==> src/hw/rtl/bhp_pkg.sv <==
// Shared constants for the bundle header parser: parse phase codes,
// status codes, the signature byte table and the header field constants.
// No dependencies.
package bhp_pkg;

  typedef logic [3:0] phase_t;
  typedef logic [1:0] status_t;

  localparam phase_t PH_SIG      = 4'd0;
  localparam phase_t PH_VER      = 4'd1;
  localparam phase_t PH_TXT1     = 4'd2;
  localparam phase_t PH_TXT2     = 4'd3;
  localparam phase_t PH_SIZE     = 4'd4;
  localparam phase_t PH_PACKED   = 4'd5;
  localparam phase_t PH_UNPACKED = 4'd6;
  localparam phase_t PH_FLAGS    = 4'd7;
  localparam phase_t PH_DONE     = 4'd8;
  localparam phase_t PH_SKIP     = 4'd9;

  localparam status_t ST_OK        = 2'd0;
  localparam status_t ST_TOO_SHORT = 2'd1;
  localparam status_t ST_BAD_SIG   = 2'd2;
  localparam status_t ST_TRUNC     = 2'd3;

  // Seven signature characters, then the terminating zero byte.
  localparam logic [7:0] SIG_BYTES [8] = '{
    8'h55, 8'h6E, 8'h69, 8'h74, 8'h79, 8'h46, 8'h53, 8'h00
  };

  localparam logic [31:0] MIN_VERSION = 32'd6;
  localparam int unsigned KIND_W      = 6;
  localparam int unsigned AT_END_BIT  = 7;
  localparam int unsigned DOFS_W      = 24;

endpackage

==> src/hw/rtl/bundle_header_parser_top.sv <==
// Bundle header parser top level: byte-wide header parse state and result register.
// Depends on bhp_pkg.
//
// The result of a buffer is valid in the cycle after its last byte is accepted.
// Throughput: one byte per cycle while no held result stalls the input; a single
//   state-update stage between the parse registers and the result register sets this figure.
// Reset (rst_ni low, asynchronous): parse state returns to the signature phase with all
//   fields zero, and the result register is emptied.
module bundle_header_parser_top #(
  parameter int unsigned OFFSET_BITS = 24,
  parameter int unsigned MIN_LENGTH  = 32
) (
  input  logic                      clk_i,
  input  logic                      rst_ni,
  // byte stream in
  input  logic                      in_valid_i,
  output logic                      in_ready_o,
  input  logic [7:0]                data_byte_i,
  input  logic                      last_byte_i,
  // header result out
  output logic                      out_valid_o,
  input  logic                      out_ready_i,
  output bhp_pkg::status_t          status_o,
  output logic [31:0]               format_version_o,
  output logic [63:0]               bundle_size_o,
  output logic [31:0]               packed_info_size_o,
  output logic [31:0]               unpacked_info_size_o,
  output logic [31:0]               header_flags_o,
  output logic [bhp_pkg::KIND_W-1:0] compression_kind_o,
  output logic                      info_at_end_o,
  output logic [bhp_pkg::DOFS_W-1:0] data_offset_o
);
  import bhp_pkg::*;

  localparam int unsigned CNT_W = $clog2(MIN_LENGTH + 1);
  localparam logic [CNT_W-1:0] CNT_MIN = CNT_W'(MIN_LENGTH);
  localparam logic [OFFSET_BITS-1:0] OFS_MAX = {OFFSET_BITS{1'b1}};

  // Parse state registers
  phase_t                 phase_q, phase_d;
  logic [2:0]             idx_q, idx_d;
  logic [OFFSET_BITS-1:0] offset_q, offset_d;
  logic [CNT_W-1:0]       count_q, count_d;
  logic                   sig_bad_q, sig_bad_d;
  logic [31:0]            version_q, version_d;
  logic [63:0]            size_q, size_d;
  logic [31:0]            packed_q, packed_d;
  logic [31:0]            unpacked_q, unpacked_d;
  logic [31:0]            flags_q, flags_d;

  // State after consuming the current byte, before any end-of-buffer clear
  phase_t                 phase_n;
  logic [2:0]             idx_n;
  logic [OFFSET_BITS-1:0] offset_n;
  logic [CNT_W-1:0]       count_n;
  logic                   sig_bad_n;
  logic [31:0]            version_n;
  logic [63:0]            size_n;
  logic [31:0]            packed_n;
  logic [31:0]            unpacked_n;
  logic [31:0]            flags_n;

  // Result register
  logic                   out_valid_q, out_valid_d;
  status_t                res_status;
  logic [31:0]            offset_ext;

  logic in_fire;
  logic res_load;

  // The result register frees up in the same cycle it is drained, so a new
  // byte can enter while a finished result is being taken.
  assign in_ready_o = !out_valid_q || out_ready_i;
  assign in_fire    = in_valid_i && in_ready_o;
  assign res_load   = in_fire && last_byte_i;

  // ---------------------------------------------------------------------------
  // Byte consume step: one phase decode and one field shift per byte.
  // ---------------------------------------------------------------------------
  always_comb begin
    phase_n    = phase_q;
    idx_n      = idx_q;
    offset_n   = offset_q;
    sig_bad_n  = sig_bad_q;
    version_n  = version_q;
    size_n     = size_q;
    packed_n   = packed_q;
    unpacked_n = unpacked_q;
    flags_n    = flags_q;

    // Total length saturates at the minimum length; only "reached" matters.
    count_n = (count_q < CNT_MIN) ? count_q + 1'b1 : count_q;

    // Header bytes are counted only while the header is still being parsed.
    if (phase_q != PH_DONE && phase_q != PH_SKIP) begin
      if (offset_q != OFS_MAX) begin
        offset_n = offset_q + 1'b1;
      end
      unique case (phase_q)
        PH_SIG: begin
          // The table's eighth entry is the zero terminator.
          if (data_byte_i != SIG_BYTES[idx_q]) begin
            sig_bad_n = 1'b1;
            phase_n   = PH_SKIP;
          end else if (idx_q == 3'd7) begin
            phase_n = PH_VER;
            idx_n   = 3'd0;
          end else begin
            idx_n = idx_q + 3'd1;
          end
        end
        PH_VER: begin
          version_n = {version_q[23:0], data_byte_i};
          if (idx_q == 3'd3) begin
            phase_n = PH_TXT1;
            idx_n   = 3'd0;
          end else begin
            idx_n = idx_q + 3'd1;
          end
        end
        PH_TXT1: begin
          if (data_byte_i == 8'h00) begin
            phase_n = PH_TXT2;
          end
        end
        PH_TXT2: begin
          if (data_byte_i == 8'h00) begin
            // Old formats carry no size or flags words.
            phase_n = (version_q >= MIN_VERSION) ? PH_SIZE : PH_DONE;
            idx_n   = 3'd0;
          end
        end
        PH_SIZE: begin
          size_n = {size_q[55:0], data_byte_i};
          if (idx_q == 3'd7) begin
            phase_n = PH_PACKED;
            idx_n   = 3'd0;
          end else begin
            idx_n = idx_q + 3'd1;
          end
        end
        PH_PACKED: begin
          packed_n = {packed_q[23:0], data_byte_i};
          if (idx_q == 3'd3) begin
            phase_n = PH_UNPACKED;
            idx_n   = 3'd0;
          end else begin
            idx_n = idx_q + 3'd1;
          end
        end
        PH_UNPACKED: begin
          unpacked_n = {unpacked_q[23:0], data_byte_i};
          if (idx_q == 3'd3) begin
            phase_n = PH_FLAGS;
            idx_n   = 3'd0;
          end else begin
            idx_n = idx_q + 3'd1;
          end
        end
        PH_FLAGS: begin
          flags_n = {flags_q[23:0], data_byte_i};
          if (idx_q == 3'd3) begin
            phase_n = PH_DONE;
            idx_n   = 3'd0;
          end else begin
            idx_n = idx_q + 3'd1;
          end
        end
        default: begin
          // Unused phase codes park in the skip phase.
          phase_n = PH_SKIP;
        end
      endcase
    end
  end

  // ---------------------------------------------------------------------------
  // End-of-buffer status. Too short wins over bad signature, which wins over
  // truncated. A signature cut off before its seventh character is bad.
  // ---------------------------------------------------------------------------
  always_comb begin
    if (count_n < CNT_MIN) begin
      res_status = ST_TOO_SHORT;
    end else if (sig_bad_n || (phase_n == PH_SIG && idx_n != 3'd7)) begin
      res_status = ST_BAD_SIG;
    end else if (phase_n != PH_DONE) begin
      res_status = ST_TRUNC;
    end else begin
      res_status = ST_OK;
    end
  end

  assign offset_ext = 32'(offset_n);

  // Commit the step on an accepted byte; clear everything after the last one
  // so the next buffer starts from a clean state.
  always_comb begin
    phase_d    = phase_q;
    idx_d      = idx_q;
    offset_d   = offset_q;
    count_d    = count_q;
    sig_bad_d  = sig_bad_q;
    version_d  = version_q;
    size_d     = size_q;
    packed_d   = packed_q;
    unpacked_d = unpacked_q;
    flags_d    = flags_q;
    if (in_fire) begin
      if (last_byte_i) begin
        phase_d    = PH_SIG;
        idx_d      = '0;
        offset_d   = '0;
        count_d    = '0;
        sig_bad_d  = 1'b0;
        version_d  = '0;
        size_d     = '0;
        packed_d   = '0;
        unpacked_d = '0;
        flags_d    = '0;
      end else begin
        phase_d    = phase_n;
        idx_d      = idx_n;
        offset_d   = offset_n;
        count_d    = count_n;
        sig_bad_d  = sig_bad_n;
        version_d  = version_n;
        size_d     = size_n;
        packed_d   = packed_n;
        unpacked_d = unpacked_n;
        flags_d    = flags_n;
      end
    end
  end

  // Hold a result until taken; load a new one on the last byte of a buffer.
  always_comb begin
    out_valid_d = out_valid_q;
    if (res_load) begin
      out_valid_d = 1'b1;
    end else if (out_ready_i) begin
      out_valid_d = 1'b0;
    end
  end

  always_ff @(posedge clk_i or negedge rst_ni) begin
    if (!rst_ni) begin
      phase_q     <= PH_SIG;
      idx_q       <= '0;
      offset_q    <= '0;
      count_q     <= '0;
      sig_bad_q   <= 1'b0;
      version_q   <= '0;
      size_q      <= '0;
      packed_q    <= '0;
      unpacked_q  <= '0;
      flags_q     <= '0;
      out_valid_q <= 1'b0;
    end else begin
      phase_q     <= phase_d;
      idx_q       <= idx_d;
      offset_q    <= offset_d;
      count_q     <= count_d;
      sig_bad_q   <= sig_bad_d;
      version_q   <= version_d;
      size_q      <= size_d;
      packed_q    <= packed_d;
      unpacked_q  <= unpacked_d;
      flags_q     <= flags_d;
      out_valid_q <= out_valid_d;
    end
  end

  // Result payload: a failed buffer reports zero in every field but status.
  always_ff @(posedge clk_i) begin
    if (res_load) begin
      status_o <= res_status;
      if (res_status == ST_OK) begin
        format_version_o     <= version_n;
        bundle_size_o        <= size_n;
        packed_info_size_o   <= packed_n;
        unpacked_info_size_o <= unpacked_n;
        header_flags_o       <= flags_n;
        compression_kind_o   <= flags_n[KIND_W-1:0];
        info_at_end_o        <= flags_n[AT_END_BIT];
        data_offset_o        <= offset_ext[DOFS_W-1:0];
      end else begin
        format_version_o     <= '0;
        bundle_size_o        <= '0;
        packed_info_size_o   <= '0;
        unpacked_info_size_o <= '0;
        header_flags_o       <= '0;
        compression_kind_o   <= '0;
        info_at_end_o        <= 1'b0;
        data_offset_o        <= '0;
      end
    end
  end

  assign out_valid_o = out_valid_q;

endmodule

==> config.mk <==
export PLATFORM = sky130hd
export DESIGN_NAME = bundle_header_parser_top
export DESIGN_NICKNAME = d
export VERILOG_FILES = /design/src/hw/rtl/bhp_pkg.sv /design/src/hw/rtl/bundle_header_parser_top.sv
export SDC_FILE = /design/constraint.sdc
export NUM_CORES = 1
export LEC_CHECK = 0
export BUFFER_PORTS_ARGS = -buffer_cell sky130_fd_sc_hd__buf_2
export CELL_PAD_IN_SITES_DETAIL_PLACEMENT = 1
export CELL_PAD_IN_SITES_GLOBAL_PLACEMENT = 1
export CORE_MARGIN = 4
export CORE_UTILIZATION = 50
export CTS_CLUSTER_SIZE = 24
export DETAILED_ROUTE_END_ITERATION = 8
export PLACE_DENSITY = 0.95
export SYNTH_ARGS = -nofsm -noshare
export SYNTH_HDL_FRONTEND = slang
export SYNTH_SLANG_ARGS = --single-unit
==> constraint.sdc <==
create_clock -name clk_i -period 13.3 [get_ports clk_i]
set_input_delay 2.66 -clock clk_i [delete_from_list [all_inputs] [get_ports clk_i]]
set_output_delay 2.66 -clock clk_i [all_outputs]
set_load 0.005 [all_outputs]
======== Word-level counts from Yosys, hierarchy flattened ========
Memory sizes are Yosys's and may differ from the RTL's.
Cells that the tools add are included.
word-level totals
  flip-flop bits (word level) ............. 456
  memory bits (read-only) ................. 64
  output and inout port bits .............. 227
  memories kept ........................... 1
memory list
  name              depth  width  read ports  clocked after memory_dff  wr ports  RTL line                         RTL
  (name not given)  8      8      1           0                         0         bundle_header_parser_top.sv:102  if (data_byte_i != SIG_BYTES[idx_q]) begin
cells by class
  add/subtract/negate cells ............... 3
  magnitude comparators ................... 4
  equal/unequal tests ..................... 15
  mux-type cells .......................... 51
  bitwise logic cells ..................... 1
  reduce and logical (&&, ||, !) cells .... 13
operators by type and width
  cell                     count
  $mux W32                 12
  $mux W64                 3
  $mux W24                 3
  $mux W4                  12
  $ge A32 B3 Y1 const B    1
  $pmux W4 S8              1
  $add A24 B1 Y24 const B  1
  $ne A24 B24 Y1 const B   1
  $mux W3                  6
  $eq A4 B3 Y1 const B     4
  $mux W8                  2
  $lt A6 B6 Y1 const B     2
  $mux W6                  2
  $ne A4 B4 Y1 const B     3
  $pmux W3 S4              1
  $eq A4 B2 Y1 const B     2
  $logic_not A4 Y1         2
  $logic_not A8 Y1         1
  $ne A8 B8 Y1             1
  $add A6 B1 Y6 const B    1
  $mux W1                  6
  $mux W2                  3
  $eq A4 B1 Y1 const B     1
  $ge A4 B4 Y1 const B     1
  other kinds (11)         15

======== Depth between registers and ports, before layout ========
  word-level depth ........................ 14
  gate-level depth with buffers ........... 12
  depth with buffers taken out ............ 9

======== Worst setup path after synthesis ========
Ideal clock, no wire load.
  path kind ............................... input to register
  from .................................... input out_ready_i
  to ...................................... register bundle_size_o[0] (enable)
  library setup time ...................... 0.571 ns
  data arrival time ....................... 7.747 ns
  data required time ...................... 12.729 ns
  path slack .............................. 4.983 ns
  stages .................................. 6
  cells stage by stage .................... nand2b_1 and2_1 clkbuf_1 clkbuf_1 nand2_1 inv_1
on the way
  word-level cells in the longest chain between the ends .. 3
ends and longest elaborated chain
  element                 RTL line                         RTL
  start: declaration      bundle_header_parser_top.sv:22   input logic out_ready_i,
  $logic_or A1 B1 Y1      bundle_header_parser_top.sv:73   assign in_ready_o = !out_valid_q || out_ready_i;
  $logic_and A1 B1 Y1     bundle_header_parser_top.sv:74   assign in_fire = in_valid_i && in_ready_o;
  $logic_and A1 B1 Y1     bundle_header_parser_top.sv:75   assign res_load = in_fire && last_byte_i;
  end signal: assignment  bundle_header_parser_top.sv:279  bundle_size_o <= size_n;
  end: declaration        bundle_header_parser_top.sv:25   output logic [63:0] bundle_size_o,
No other way between the ends.
A chain may end at the register's enable or synchronous reset.

======== Worst setup path after layout ========
  from .................................... input data_byte_i[5]
  to ...................................... register bundle_size_o[0] (data pin)
on the way
  word-level cells in the longest chain between the ends .. 10
  elaborated cells between the ends (all ways) .. 23
  classes of those cells .................. eq/ne (3); mux (15); reduce/logical (5)
ends and longest elaborated chain
  element                                                  RTL line                                                                                           RTL
  start: declaration                                       bundle_header_parser_top.sv:18                                                                     input logic [7:0] data_byte_i,
  $ne A8 B8 Y1 / $logic_not A8 Y1 (equally long branches)  bundle_header_parser_top.sv:102, bundle_header_parser_top.sv:122, bundle_header_parser_top.sv:127
  $mux W4, or another cell as far along                    bundle_header_parser_top.sv:102
  $pmux W4 S8 / $pmux W3 S4 (equally long branches)        bundle_header_parser_top.sv:99                                                                     unique case (phase_q)
  $mux W4 / $mux W3 (equally long branches)                bundle_header_parser_top.sv:95                                                                     if (phase_q != PH_DONE && phase_q != PH_SKIP) begin
  $logic_not A4 Y1 / $ne A3 B3 Y1 (equally long branches)  bundle_header_parser_top.sv:184                                                                    end else if (sig_bad_n || (phase_n == PH_SIG && idx_n != 3'd7)) begin
  $logic_and A1 B1 Y1                                      bundle_header_parser_top.sv:184
  $logic_or A1 B1 Y1                                       bundle_header_parser_top.sv:184
  $mux W2 (*)                                              bundle_header_parser_top.sv:184
  $mux W2 (*)                                              bundle_header_parser_top.sv:182                                                                    if (count_n < CNT_MIN) begin
  $logic_not A2 Y1 (*)                                     bundle_header_parser_top.sv:277                                                                    if (res_status == ST_OK) begin
Every way passes the cells marked *; elsewhere a longest branch is shown, timed or not.

==> metrics.yaml <==
outcome:
  status: "complete, no violations"
global_route:
  first_global_vias: 16137
  grt_pass1_wl_um: 97100
  busiest_layer: "met2"
  grtUsageMet1_pct: 37.0
  met3_usage_pct: 4.12
  grt_max_degree: 135
  grt_overflow_total: 0
  grt_use_met2_pct: 51.2
  antenna_found_initial: 1
  grt_usage_pct: 29.3
yosys:
  synth_cells: 1769
  synth_edf_count: 218
  ys_warn_count: 0
  synth_seq_cells: 449
  yosys.area.top_type: "edfxtp_1"
  ys_async_sr_fraction_pct: 51.4
  ys.flop_type: "dfrtp_1"
  ys_types: 60
  synth.avg_cell_area_um2: 11.2
  seq_area_frac_synth_pct: 62.3
  synth_area_leaders: "edfxtp_1, dfrtp_1, nand2_1"
  syn_nets: 1793
  syn_area_um2: 19800
  synth_top_area_share_pct: 33.1
  synthTopCellsByCount: "nand2_1, dfrtp_1, edfxtp_1"
  synth_most_common_cell: "nand2_1"
final_layout:
  nFillCells: 4062
  nets: 1972
  final_core_utilization_pct: 58.5
  diodes: 0
  layout-drive-gt1-share_pct: 24.1
  instances_no_fill: 2504
  area_delta_synth_final_pct: 15.0
worst_hold_path:
  min_path_cells: 1
  hold_path_class: "flip-flop to flip-flop"
die:
  initial_utilization_pct: 50.9
  fp.coreArea_um2: 38900
  chipHeight_um: 207
  die-area_um2: 42800
  pin_count: 240
  die_w_um: 207
  num_rows: 72
sta:
  timing.hold.ws_ns: 0.483
  slew_headroom_pct: 9.48
  fin_crit_ns: 6.60
  finalHoldViolCount: 0
  max_freq_ghz: 0.151
  tightest_slew_ns: 1.36
  setup_violations: 0
  fin_setup_tns_ns: 0
  slew_viol_final: 0
  skew_ns: 0.0195
  fin_crit_sh_pct: 49.7
  rsz0062_at_grt: "no"
placed_design:
  place_congestion: 0.898
  portBuffers: 239
  place_hpwl_um: 39000
  placed_cells: 2416
drt:
  avgViaCountPerCell: 6.20
  dr.first_iter.drc_count: 1485
  first_pass_iters: 7
  ant_nets: 0
  vias: 15528
  wl_per_cell_um: 25.3
  drc: 0
  wirelength_um: 63200
clock_network:
  htreeDepth: 2
  path_clk_slew_ns: 0.06
  cts_buffer_depth: 3
  cts-resized-gates: 0
  hold_buffers: 0
  cts-root-buf: "clkbuf_16"
  cts_sinks: 449
  cts_setup_buffers: 0
  cts_buffers: 48
  cts_tree: "yes"
  insertion_delay_ns: 0.59
critical_path:
  cp.required_ns: 13.70
  crit_arrival_ns: 7.01
  reg2regPathDepth: 11
  timing_worst_setup_path_type: "input pin to flip-flop"
  worst_setup_path_start_kind: "input pin"
  crit_path_max_fanout: 90
  end_kind: "flip-flop"
run:
  maxCapViolCount: 0
power:
  ir_worst_vdd_mv: 0.0897
  power.static_leakage_nw: 8.59
  pwr_density_cell_nw_per_um2: 142
==> worst paths after layout <==
path                            slack [ns]           start          endpoint
worst min register to register        0.48     flags_q[31]       flags_q[31]
worst max-delay path                  6.70  data_byte_i[5]  bundle_size_o[0]
max in group asynchronous             9.62          rst_ni      packed_q[11]
worst min-delay path                  0.48     flags_q[31]       flags_q[31]
min in group asynchronous             2.08          rst_ni      packed_q[22]
worst max register to register        7.90        idx_q[0]  bundle_size_o[0]
==> where the power goes <==
group	leakage [nW]	switching [mW]	internal [mW]	total, mW
clock network	0.732	0.558	0.743	1.30
logic	2.56	0.246	0.101	0.348
registers	5.30	0.0633	1.51	1.57
==> registers in the layout, indices dropped and copies added, names as in the netlist <==
register and count:
phase_q 4, unpacked_info_size_o 32, header_flags_o 32, size_q 64
count_q 6, format_version_o 32, version_q 32, flags_q 32
packed_q 32, packed_info_size_o 32, data_offset_o 24, offset_q 24
unpacked_q 32, bundle_size_o 64, out_valid_o 1, sig_bad_q 1
idx_q 3, status_o 2
==> cells in the final DEF, fill, tap and decap left out, drive strengths merged, types with 3 or more instances in the layout <==
master and instances:
a21oi 209, a211oi 4, o31ai 15, inv 13, nand4 7, a22o 154
a21o 6, nand2 465, o21ai 91, dfrtp 231, edfxtp 218, xor2 16
and2 4, a31oi 9, buf 265, nor4 12, nand2b 15, nor3 7
nor2b 8, mux2i 4, clkbuf 74, ha 11, nor2 55, clkinv 10
nand3 20, or2 3, and3 11, xnor2 10
==> critical path, stage by stage <==
cell	delay [ns]
buf_2	0.17
or3_1	0.41
a2111oi_2	0.67
a21oi_1	0.32
nor4_2	0.64
nand2_8	0.55
buf_4	0.60
buf_4	0.51
a21oi_2	0.31
==> through the flow <==
| step | instance area (um2) | worst slack [ns] | power [mW] |
|---|---|---|---|
| global placement | 21300 | 6.38 | 1.91 |
| CTS | 22800 | 6.81 | 3.23 |
| detailed placement | 21300 | 6.20 | 1.93 |
| finish | 22800 | 6.70 | 3.22 |
| floorplan | 19800 | 4.98 | 1.79 |
| global route | 22800 | 6.58 | 3.33 |
==> area by class of cell <==
cell class	count	area [um2]	share of cell area [%]
tap	518	648	2.85
clock buffer	74	1400	6.15
timing repair buffer	265	1400	6.16
multi-input combinational	1173	6830	30.0
clock inverter	14	103	0.451
sequential	449	12300	54.2
inverter	11	48.8	0.214
==> logic make-up (layout without fill, tap and decap cells) <==
logic type | Yosys count | count (layout) | share of synthesized area (%)
compound gates | 511 | 511 | 19.0
xor+xnor | 26 | 26 | 1.15
fa+ha+maj | 11 | 11 | 0.695
buf+inv | 147 | 364 | 3.55
flops | 449 | 449 | 62.3
mux | 6 | 6 | 0.316
simple gates | 619 | 619 | 13.0
==> per-layer routing <==
metal	part of all wire [%]	vias up	routed length (um)
met5	0	-	0
met4	4.0	0	2530
met3	6.2	153	3890
met2	52	701	32600
met1	38	8010	24200
li1	-	6664	-
Note: power is estimated with default switching activity, not from simulation.
